<file path="src/rtl/iff_pkg.sv">
package iff_pkg;

	// conversion kinds carried on the input tuser
	localparam logic [2:0] OP_UDEC  = 3'd0;
	localparam logic [2:0] OP_SDEC  = 3'd1;
	localparam logic [2:0] OP_HEXL  = 3'd2;
	localparam logic [2:0] OP_HEXU  = 3'd3;
	localparam logic [2:0] OP_PTR   = 3'd4;
	localparam logic [2:0] OP_CHAR  = 3'd5;
	localparam logic [2:0] OP_PCT   = 3'd6;
	// unused selector, rendered as a literal percent
	localparam logic [2:0] OP_SPARE = 3'd7;

	// digit register geometry
	localparam int VAL_W  = 64;
	localparam int NDIG   = 20;
	localparam int DIG_W  = 4 * NDIG;
	localparam int CNT_W  = 5;
	localparam int ITER_W = 7;
	localparam logic [ITER_W-1:0] ITER_N = ITER_W'(VAL_W);

	// ascii codes
	localparam logic [7:0] CH_ZERO  = 8'h30;
	localparam logic [7:0] CH_SPACE = 8'h20;
	localparam logic [7:0] CH_MINUS = 8'h2D;
	localparam logic [7:0] CH_PCT   = 8'h25;
	localparam logic [7:0] CH_LC_A  = 8'h61;
	localparam logic [7:0] CH_UC_A  = 8'h41;

	typedef enum logic [2:0] {
		S_IDLE,
		S_CONV,
		S_NORM,
		S_PREP,
		S_EMIT
	} iff_state_t;

	// commands from the sequencer to the digit unit
	typedef struct packed {
		logic load_dec;
		logic load_hex;
		logic load_one;
		logic step;
		logic shift;
	} iff_cmd_t;

	// status from the digit unit
	typedef struct packed {
		logic [3:0]       top;
		logic [CNT_W-1:0] cnt;
		logic             iter_zero;
	} iff_stat_t;

	// one digit to its ascii code
	function automatic logic [7:0] digit_char(input logic [3:0] d, input logic upper);
		logic [7:0] base;
		begin
			base = upper ? CH_UC_A : CH_LC_A;
			if (d < 4'd10) begin
				digit_char = CH_ZERO + {4'h0, d};
			end else begin
				digit_char = base + {4'h0, d} - 8'd10;
			end
		end
	endfunction

endpackage

</file>
<file path="src/rtl/iff_digit_unit.sv">
module iff_digit_unit (
	input  logic                   clk,
	input  logic                   arst_n,
	input  iff_pkg::iff_cmd_t      cmd,
	input  logic [63:0]            value,
	output iff_pkg::iff_stat_t     stat
);
	import iff_pkg::*;

	logic [DIG_W-1:0]  digits_q;
	logic [VAL_W-1:0]  bin_q;
	logic [CNT_W-1:0]  cnt_q;
	logic [ITER_W-1:0] iter_q;
	logic [DIG_W-1:0]  adj;

	// add-3 correction on every bcd digit before the shift
	always_comb begin
		for (int i = 0; i < NDIG; i++) begin
			if (digits_q[4*i +: 4] >= 4'd5) begin
				adj[4*i +: 4] = digits_q[4*i +: 4] + 4'd3;
			end else begin
				adj[4*i +: 4] = digits_q[4*i +: 4];
			end
		end
	end

	// count and iteration control
	always_ff @(posedge clk or negedge arst_n) begin
		if (!arst_n) begin
			cnt_q  <= '0;
			iter_q <= '0;
		end else if (cmd.load_dec) begin
			cnt_q  <= CNT_W'(NDIG);
			iter_q <= ITER_N;
		end else if (cmd.load_hex) begin
			cnt_q  <= CNT_W'(VAL_W / 4);
			iter_q <= '0;
		end else if (cmd.load_one) begin
			cnt_q  <= CNT_W'(1);
			iter_q <= '0;
		end else if (cmd.step) begin
			iter_q <= iter_q - ITER_W'(1);
		end else if (cmd.shift) begin
			cnt_q <= cnt_q - CNT_W'(1);
		end
	end

	// shared shift datapath: double dabble steps and digit shifts
	always_ff @(posedge clk) begin
		if (cmd.load_dec) begin
			digits_q <= '0;
			bin_q    <= value;
		end else if (cmd.load_hex) begin
			digits_q <= {value, {(DIG_W - VAL_W){1'b0}}};
		end else if (cmd.step) begin
			digits_q <= {adj[DIG_W-2:0], bin_q[VAL_W-1]};
			bin_q    <= {bin_q[VAL_W-2:0], 1'b0};
		end else if (cmd.shift) begin
			digits_q <= {digits_q[DIG_W-5:0], 4'h0};
		end
	end

	assign stat.top       = digits_q[DIG_W-1 -: 4];
	assign stat.cnt       = cnt_q;
	assign stat.iter_zero = (iter_q == '0);

endmodule

</file>
<file path="src/rtl/integer_field_formatter.sv">
// sequence: a request is taken in S_IDLE; decimal kinds then run S_CONV (64 shift steps
// and an exit check) and S_NORM, which drops leading zero digits, hex kinds (HEXL, HEXU)
// run only S_NORM, the other kinds neither; an S_PREP setup state follows
// the first character is registered in S_EMIT, then one per cycle unless m_tready stalls
// throughput: one request at a time, the next is taken as the last character is presented
// reset: arst_n clears the sequencer and the output valid; no pending transaction survives
module integer_field_formatter #(
	parameter int WIDTH_LIMIT = 64
) (
	input  logic        clk,
	input  logic        arst_n,
	input  logic        s_tvalid,
	output logic        s_tready,
	input  logic [79:0] s_tdata,   // value[63:0], width[71:64], zero_fill[72]
	input  logic [2:0]  s_tuser,   // op[2:0]
	output logic        m_tvalid,
	input  logic        m_tready,
	output logic [7:0]  m_tdata,   // ch[7:0]
	output logic        m_tlast
);
	import iff_pkg::*;

	localparam int MAG_W = $clog2(WIDTH_LIMIT + 1);

	iff_state_t state_q, state_d;
	iff_cmd_t   cmd;
	iff_stat_t  stat;

	logic [2:0]       in_op;
	logic [63:0]      in_value;
	logic [7:0]       in_width;
	logic             in_neg;
	logic [63:0]      in_mag_val;
	logic [7:0]       in_abs;
	logic [MAG_W-1:0] in_mag;
	logic             accept;

	logic             sign_q, left_q, fill_q, upper_q, lit_q;
	logic [7:0]       lit_ch_q;
	logic [MAG_W-1:0] mag_q, pad_q;
	logic [7:0]       ch_q;
	logic             last_q, m_tvalid_q;

	logic             norm_more;
	logic             emit_go;
	logic             emit_digit;
	logic [7:0]       fill_ch;
	logic [7:0]       ch_d;
	logic [MAG_W-1:0] pad_d;
	logic             sign_d;
	logic [CNT_W-1:0] cnt_d;
	logic             last_d;
	logic [MAG_W-1:0] len;

	// input field decode
	assign in_op      = s_tuser;
	assign in_value   = s_tdata[63:0];
	assign in_width   = s_tdata[71:64];
	assign in_neg     = (in_op == OP_SDEC) && in_value[63];
	assign in_mag_val = in_neg ? (64'd0 - in_value) : in_value;
	assign in_abs     = in_width[7] ? (8'd0 - in_width) : in_width;
	assign in_mag     = (in_abs > 8'(WIDTH_LIMIT)) ? MAG_W'(WIDTH_LIMIT) : MAG_W'(in_abs);
	assign accept     = s_tvalid && s_tready;

	iff_digit_unit u_digit (
		.clk    (clk),
		.arst_n (arst_n),
		.cmd    (cmd),
		.value  (in_mag_val),
		.stat   (stat)
	);

	assign norm_more = (stat.cnt > CNT_W'(1)) && (stat.top == 4'h0);
	assign emit_go   = (state_q == S_EMIT) && (!m_tvalid_q || m_tready);
	assign fill_ch   = fill_q ? CH_ZERO : CH_SPACE;
	assign len       = MAG_W'(stat.cnt) + MAG_W'(sign_q);

	// character selection: leading pad, sign, digits, trailing pad
	always_comb begin
		ch_d       = fill_ch;
		pad_d      = pad_q;
		sign_d     = sign_q;
		cnt_d      = stat.cnt;
		emit_digit = 1'b0;
		if (!left_q && pad_q != '0) begin
			pad_d = pad_q - MAG_W'(1);
		end else if (sign_q) begin
			ch_d   = CH_MINUS;
			sign_d = 1'b0;
		end else if (stat.cnt != '0) begin
			ch_d       = lit_q ? lit_ch_q : digit_char(stat.top, upper_q);
			cnt_d      = stat.cnt - CNT_W'(1);
			emit_digit = 1'b1;
		end else begin
			pad_d = pad_q - MAG_W'(1);
		end
		last_d = (pad_d == '0) && !sign_d && (cnt_d == '0);
	end

	// next state
	always_comb begin
		state_d = state_q;
		unique case (state_q)
			S_IDLE: begin
				if (s_tvalid) begin
					unique case (in_op) inside
						OP_UDEC, OP_SDEC:         state_d = S_CONV;
						OP_HEXL, OP_HEXU:         state_d = S_NORM;
						default:                  state_d = S_PREP;
					endcase
				end
			end
			S_CONV: begin
				if (stat.iter_zero) state_d = S_NORM;
			end
			S_NORM: begin
				if (!norm_more) state_d = S_PREP;
			end
			S_PREP: state_d = S_EMIT;
			S_EMIT: begin
				if (emit_go && last_d) state_d = S_IDLE;
			end
			default: state_d = S_IDLE;
		endcase
	end

	// sequencer outputs
	always_comb begin
		cmd      = '0;
		s_tready = 1'b0;
		unique case (state_q)
			S_IDLE: begin
				s_tready = 1'b1;
				if (s_tvalid) begin
					unique case (in_op) inside
						OP_UDEC, OP_SDEC:         cmd.load_dec = 1'b1;
						OP_HEXL, OP_HEXU, OP_PTR: cmd.load_hex = 1'b1;
						default:                  cmd.load_one = 1'b1;
					endcase
				end
			end
			S_CONV: cmd.step  = !stat.iter_zero;
			S_NORM: cmd.shift = norm_more;
			S_PREP: cmd       = '0;
			S_EMIT: cmd.shift = emit_go && emit_digit;
			default: cmd      = '0;
		endcase
	end

	// control registers
	always_ff @(posedge clk or negedge arst_n) begin
		if (!arst_n) begin
			state_q    <= S_IDLE;
			m_tvalid_q <= 1'b0;
		end else begin
			state_q <= state_d;
			if (emit_go) begin
				m_tvalid_q <= 1'b1;
			end else if (m_tready) begin
				m_tvalid_q <= 1'b0;
			end
		end
	end

	// request fields and output register
	always_ff @(posedge clk) begin
		if (accept) begin
			sign_q   <= in_neg;
			left_q   <= in_width[7];
			fill_q   <= s_tdata[72];
			mag_q    <= in_mag;
			upper_q  <= (in_op == OP_HEXU) || (in_op == OP_PTR);
			lit_q    <= (in_op == OP_CHAR) || (in_op == OP_PCT) || (in_op == OP_SPARE);
			lit_ch_q <= (in_op == OP_CHAR) ? in_value[7:0] : CH_PCT;
		end
		if (state_q == S_PREP) begin
			pad_q <= (mag_q > len) ? (mag_q - len) : '0;
		end
		if (emit_go) begin
			pad_q  <= pad_d;
			sign_q <= sign_d;
			ch_q   <= ch_d;
			last_q <= last_d;
		end
	end

	assign m_tvalid = m_tvalid_q;
	assign m_tdata  = ch_q;
	assign m_tlast  = last_q;

endmodule
</file>
<file path="config.mk">
export PLATFORM = sky130hd
export DESIGN_NAME = integer_field_formatter
export DESIGN_NICKNAME = d
export VERILOG_FILES = /design/src/rtl/iff_pkg.sv /design/src/rtl/iff_digit_unit.sv /design/src/rtl/integer_field_formatter.sv
export SDC_FILE = /design/constraint.sdc
export NUM_CORES = 1
export LEC_CHECK = 0
export BUFFER_PORTS_ARGS = -buffer_cell sky130_fd_sc_hd__buf_4
export CORE_ASPECT_RATIO = 0.5
export CORE_UTILIZATION = 30
export CTS_BUF_LIST = sky130_fd_sc_hd__clkbuf_4
export DETAILED_ROUTE_END_ITERATION = 6
export SYNTH_ARGS = -nofsm -noshare
export SYNTH_HDL_FRONTEND = slang
export SYNTH_SLANG_ARGS = --single-unit
</file>
<file path="constraint.sdc">
create_clock -name clk -period 5.1 [get_ports clk]
set_input_delay 1.02 -clock clk [delete_from_list [all_inputs] [get_ports clk]]
set_output_delay 1.02 -clock clk [all_outputs]
set_load 0.03 [all_outputs]
</file>
Word-level counts from Yosys, hierarchy flattened:

Index checks and enable logic that the tools add are counted.

* $add $sub $neg: 30
* magnitude comparators: 24
* equality and inequality tests: 17
* multiplexer cells: 75
* reductions and logical operators: 41

Operator list (number)
* $mux 64: 4
* $mux 80: 3
* $ge 4x3->1 const B: 20
* $add 4x2->4 const B: 19
* $mux 4: 19
* $mux 7: 10
* $sub 1x64->64 const A: 1
* $mux 8: 6
* $mux 5: 9
* $mux 3: 7
* $eq 3x3->1 const B: 5
* $pmux 3 s5: 1
* $logic_not 7->1: 2
* $sub 7x1->7 const B: 2
* $mux 1: 13
* $eq 3x2->1 const B: 4
* $reduce_bool 2->1: 5
* $logic_and 1x1->1: 9
* $add 7x4->8: 1
* $gt 8x7->1 const B: 1
* $reduce_bool 4->1: 2
* $sub 1x8->8 const A: 1
* $sub 8x4->8 const B: 1
* $add 6x4->7 const A: 1
* other kinds (27): 41

* register bits after elaboration: 196
* input port bits: 87
* output and inout port bits: 11
* logic and storage cells: 204

Depth between registers and ports, before layout:

* word-level depth: 11
* depth in mapped cells: 11
* mapped depth without buffers: 11

By module:

A second synthesis with hierarchy kept.

* cells, all modules: 1534
* area, all modules: 13857.0 um2

By module, submodules not included
* iff_digit_unit: times used 1, cells each 980, area each 9406.5 um2, sequential area each 3823.7 um2
* integer_field_formatter: times used 1, cells each 554, area each 4450.5 um2, sequential area each 1181.1 um2

Worst setup path after synthesis:

Ideal clock, no wire load.

* kind: input -> register
* start point: in s_tvalid
* end point: reg u_digit.bin_q[0] (enable)
* data arrival time: 3.488 ns
* required time: 4.676 ns
* setup slack: 1.189 ns
* cell stages on the path: 5
* buffers on the path: 1
* cells stage by stage: or4b_2 > inv_1 > nand2_1 > clkbuf_1 > nand2_1

* longest elaborated chain between the ends: 4

RTL lines
* from (decl): line integer_field_formatter.sv:12 `input logic s_tvalid,`
* $mux 3 (*): line integer_field_formatter.sv:134 `if (s_tvalid) begin`
* $mux 3 (*): line integer_field_formatter.sv:131 `unique case (state_q)`
* $ne 2x1->1 (no line) or $reduce_bool 2->1 (tied branches)
* $reduce_and 2->1 (no line) (*)
* to (signal assigned): line iff_digit_unit.sv:52 `bin_q <= value;`
* to (signal assigned): line iff_digit_unit.sv:57 `bin_q <= {bin_q[VAL_W-2:0], 1'b0};`
* to (decl): line iff_digit_unit.sv:11 `logic [VAL_W-1:0] bin_q;`

Mark *: on every way between the ends. The rest lies on a longest branch, timed or not.
A chain may end at the register's enable or synchronous reset.

Worst setup path after layout:

* start point: reg u_digit.cnt_q[1]
* end point: reg u_digit.cnt_q[4]

* longest elaborated chain between the ends: 8

RTL lines
* from (decl): line iff_digit_unit.sv:12 `logic [CNT_W-1:0] cnt_q;`
* from (signal assigned): line iff_digit_unit.sv:33 `cnt_q <= CNT_W'(NDIG);`
* from (signal assigned): line iff_digit_unit.sv:36 `cnt_q <= CNT_W'(VAL_W / 4);`
* from (signal assigned): line iff_digit_unit.sv:44 `cnt_q <= cnt_q - CNT_W'(1);`
* parallel branches: the longest is 8 deep, another holds $sub 5x1->5

Several ways; the timed one is not identified. The select of a mux whose other input is x is not followed.

==> results.json <==
{
  "status": "completed",
  "fin_crit_ns": 3.61,
  "coreArea_sq_mm": 0.0422,
  "drc": 0,
  "finalCoreUtilization_pct": 34.4,
  "antenna_left": 0,
  "finalHoldViolations": 0,
  "relSlewSlack_pct": 27.6,
  "path_class": "flip-flop to flip-flop",
  "ys_ff_latch": 196,
  "start_util_pct": 30.6,
  "worstPathRequired_ns": 5.68,
  "reg2reg_slack_ns": 1.49,
  "die_w_um": 296,
  "cts.sinks": 196,
  "multi_input_area_sq_mm": 0.00740,
  "clock_skew_ns": 0.0399,
  "r2r_cells": 9,
  "maxSlewViolCount": 0,
  "synth_top_area_share_pct": 23.2,
  "worst-slew-pin-transition_ns": 1.08,
  "path_buf_inv": 2,
  "final_cell_mix": "174 x nand2_1, 123 x nor2_1, 120 x o21ai_0",
  "yosysWarnings": 0,
  "p_leak_nw": 5.39,
  "fp.dieH_um": 149,
  "grt_pass1_wl_mm": 59.0,
  "crit_slowest_cell": "nor4_1",
  "post-dp-hpwl_mm": 26.2,
  "clk_latency_ns": 0.65,
  "path_cells": "inv_1 -> ha_1 -> nor4b_1 -> nor4_1 -> a21o_1 -> buf_4 -> nand3_1 -> xor2_1 -> a21oi_1",
  "grt_pass1_vias": 10700,
  "clock-root-buffer": "clkbuf_4",
  "syn_area_sq_mm": 0.0129,
  "grt_usage_pct": 17.0,
  "vias": 11400,
  "crit_cells": 9,
  "yosysSeqAreaShare_pct": 38.7,
  "slowest_delay_ns": 0.82,
  "n_fill_cell": 4398,
  "yosys-top-cells-area": "edfxtp_1 23%, dfxtp_1 12%, ha_1 5.6%",
  "syn_avg_cell_area_sq_um": 8.54,
  "gr-total-overflow": 0,
  "clk_pin_slew_ns": 0.17,
  "timing.rr.start": "u_digit.cnt_q[1]",
  "power.density_mw_per_mm2": 580,
  "finalNetCount": 1704,
  "mappedNetlistNets": 1660,
  "path_delay_family": "simple AND/OR/NAND/NOR gates",
  "worst-path-max-fanout": 24,
  "fmax_mhz": 277,
  "portBuffers": 90,
  "reg2reg_to": "u_digit.cnt_q[4]",
  "crit_path_start_kind": "flip-flop",
  "ys.flop_type": "edfxtp_1",
  "synth_edf_count": 100,
  "first_pass_iters": 6,
  "pin_count": 98,
  "rows": 53,
  "gp_congestion": 0.876,
  "cts_setup_buffers": 0,
  "layout-drive-gt1-share_pct": 11.3,
  "via_per_inst": 5.32,
  "dieArea_sq_mm": 0.0440,
  "rsz0062_at_grt": "false",
  "cts_tree": "yes",
  "wire_per_inst_um": 17.3,
  "numCtsBuffers": 17,
  "hp-class": "input port to asynchronous set/reset pin",
  "maxCapViolCount": 0,
  "async_flop_share_pct": 8.16,
  "register_area_sq_mm": 0.00500,
  "holdBufCountCts": 0,
  "antenna_found_initial": 2,
  "critPathArrivalTime_ns": 4.19,
  "syn2layout_area_growth_pct": 12.3,
  "initialDrtViolationCount": 1051,
  "layout_commonest_cell": "nand2_1",
  "finalCritPeriodShare_pct": 70.7,
  "synth_cell_type_count": 72,
  "grt_max_degree": 70,
  "cts_buffer_depth": 2,
  "finalSetupViolations": 0,
  "netlist_instances": 1514,
  "wl_mm": 37.1,
  "end_kind": "flip-flop",
  "ir_drop_v": 0.000287,
  "htreeDepth": 4,
  "finalSetupTns_ns": 0,
  "synth_area_leader_cell": "edfxtp_1",
  "cts_resized": 0
}
## worst max path at each step
stage | slack [ns] | end | startpoint
detailed placement | 1.08 | u_digit.bin_q[27] | s_tdata[14]
global placement | 1.11 | u_digit.bin_q[27] | s_tdata[14]
global route | 1.18 | u_digit.cnt_q[4] | u_digit.cnt_q[0]
finish | 1.49 | u_digit.cnt_q[4] | u_digit.cnt_q[1]
floorplan | 1.19 | u_digit.bin_q[0] | s_tvalid
CTS | 1.48 | u_digit.cnt_q[4] | u_digit.cnt_q[1]
## synth_stat cells, types with 12 or more instances
| master | number |
|---|---|
| nor3b_1 | 12 |
| o21ai_0 | 120 |
| nor2_1 | 124 |
| edfxtp_1 | 100 |
| a21oi_1 | 117 |
| nor3_1 | 45 |
| nor4_1 | 14 |
| o31ai_1 | 17 |
| xnor2_1 | 75 |
| nand2_1 | 176 |
| o22ai_1 | 27 |
| mux2i_1 | 33 |
| dfrtp_1 | 16 |
| dfxtp_1 | 80 |
| nand2b_1 | 29 |
| a31oi_1 | 30 |
| xor2_1 | 29 |
| inv_1 | 68 |
| ha_1 | 58 |
| and2_1 | 14 |
| and3_1 | 13 |
| clkbuf_1 | 78 |
| a211oi_1 | 34 |
| nand3_1 | 29 |
## worst register-to-register path: stages (launching register included)
cell and delay (ns):
dfrtp_1 0.53, inv_1 0.14, ha_1 0.23, nor4b_1 0.16, nor4_1 0.83, a21o_1 0.78
buf_4 0.45, nand3_1 0.15, xor2_1 0.16, a21oi_1 0.14
## where the power goes
group,switching (mW),internal (mW),total (mW)
Combinational,2.52,1.77,4.29
Sequential,0.684,2.57,3.25
Clock,0.616,0.263,0.879
## through the flow
step | setup slack, ns | total power, mW | hold slack, ns | area [sq um] | cells
detailed placement | 1.08 | 7.55 | 0.477 | 14200 | 2116
CTS | 1.48 | 8.44 | 0.165 | 14500 | 2148
finish | 1.49 | 8.42 | 0.208 | 14500 | 2150
floorplan | 1.19 | 6.42 | 0.458 | 12900 | 1514
global placement | 1.11 | 7.47 | 0.474 | 14200 | 2116
global route | 1.18 | 9.18 | 0.170 | 14500 | 2150
## layout make-up
cell class | instances | area share, %
Sequential cell | 196 | 34.5
Clock inverter | 14 | 0.956
Tap cell | 577 | 4.97
Clock buffer | 18 | 0.930
Inverter | 68 | 1.76
Antenna cell | 2 | 0.0345
Multi-Input combinational cell | 1160 | 50.9
Timing Repair Buffer | 115 | 5.94
## routing by layer
metal | global-route usage (%) | vias up | routed length (um)
met2 | 27.4 | 284 | 17000
met5 | 0 | - | 0
met4 | 5.05 | 0 | 697
met1 | 23.3 | 5513 | 17700
li1 | - | 5603 | -
met3 | 2.74 | 39 | 1670
## flip-flops by register name, indices dropped and copies added (netlist names), 3 cells and up
signal,count
u_digit.cnt_q,5
u_digit.iter_q,7
m_tdata,8
u_digit.digits_q,80
mag_q,7
u_digit.bin_q,64
state_q,3
pad_q,7
lit_ch_q,8
## logic make-up after synthesis
| family | Yosys count | share of synthesized area, % |
|---|---|---|
| DFF | 196 | 38.7 |
| and+or+nand+nor | 501 | 18.3 |
| buffers and inverters | 158 | 4.69 |
| xor gates and xnor gates | 104 | 7.04 |
| adders and majority gates | 59 | 5.76 |
| muxes | 42 | 3.34 |
| AOI/OAI and AO/OA | 454 | 22.2 |
(Power assumes the default switching activity.)
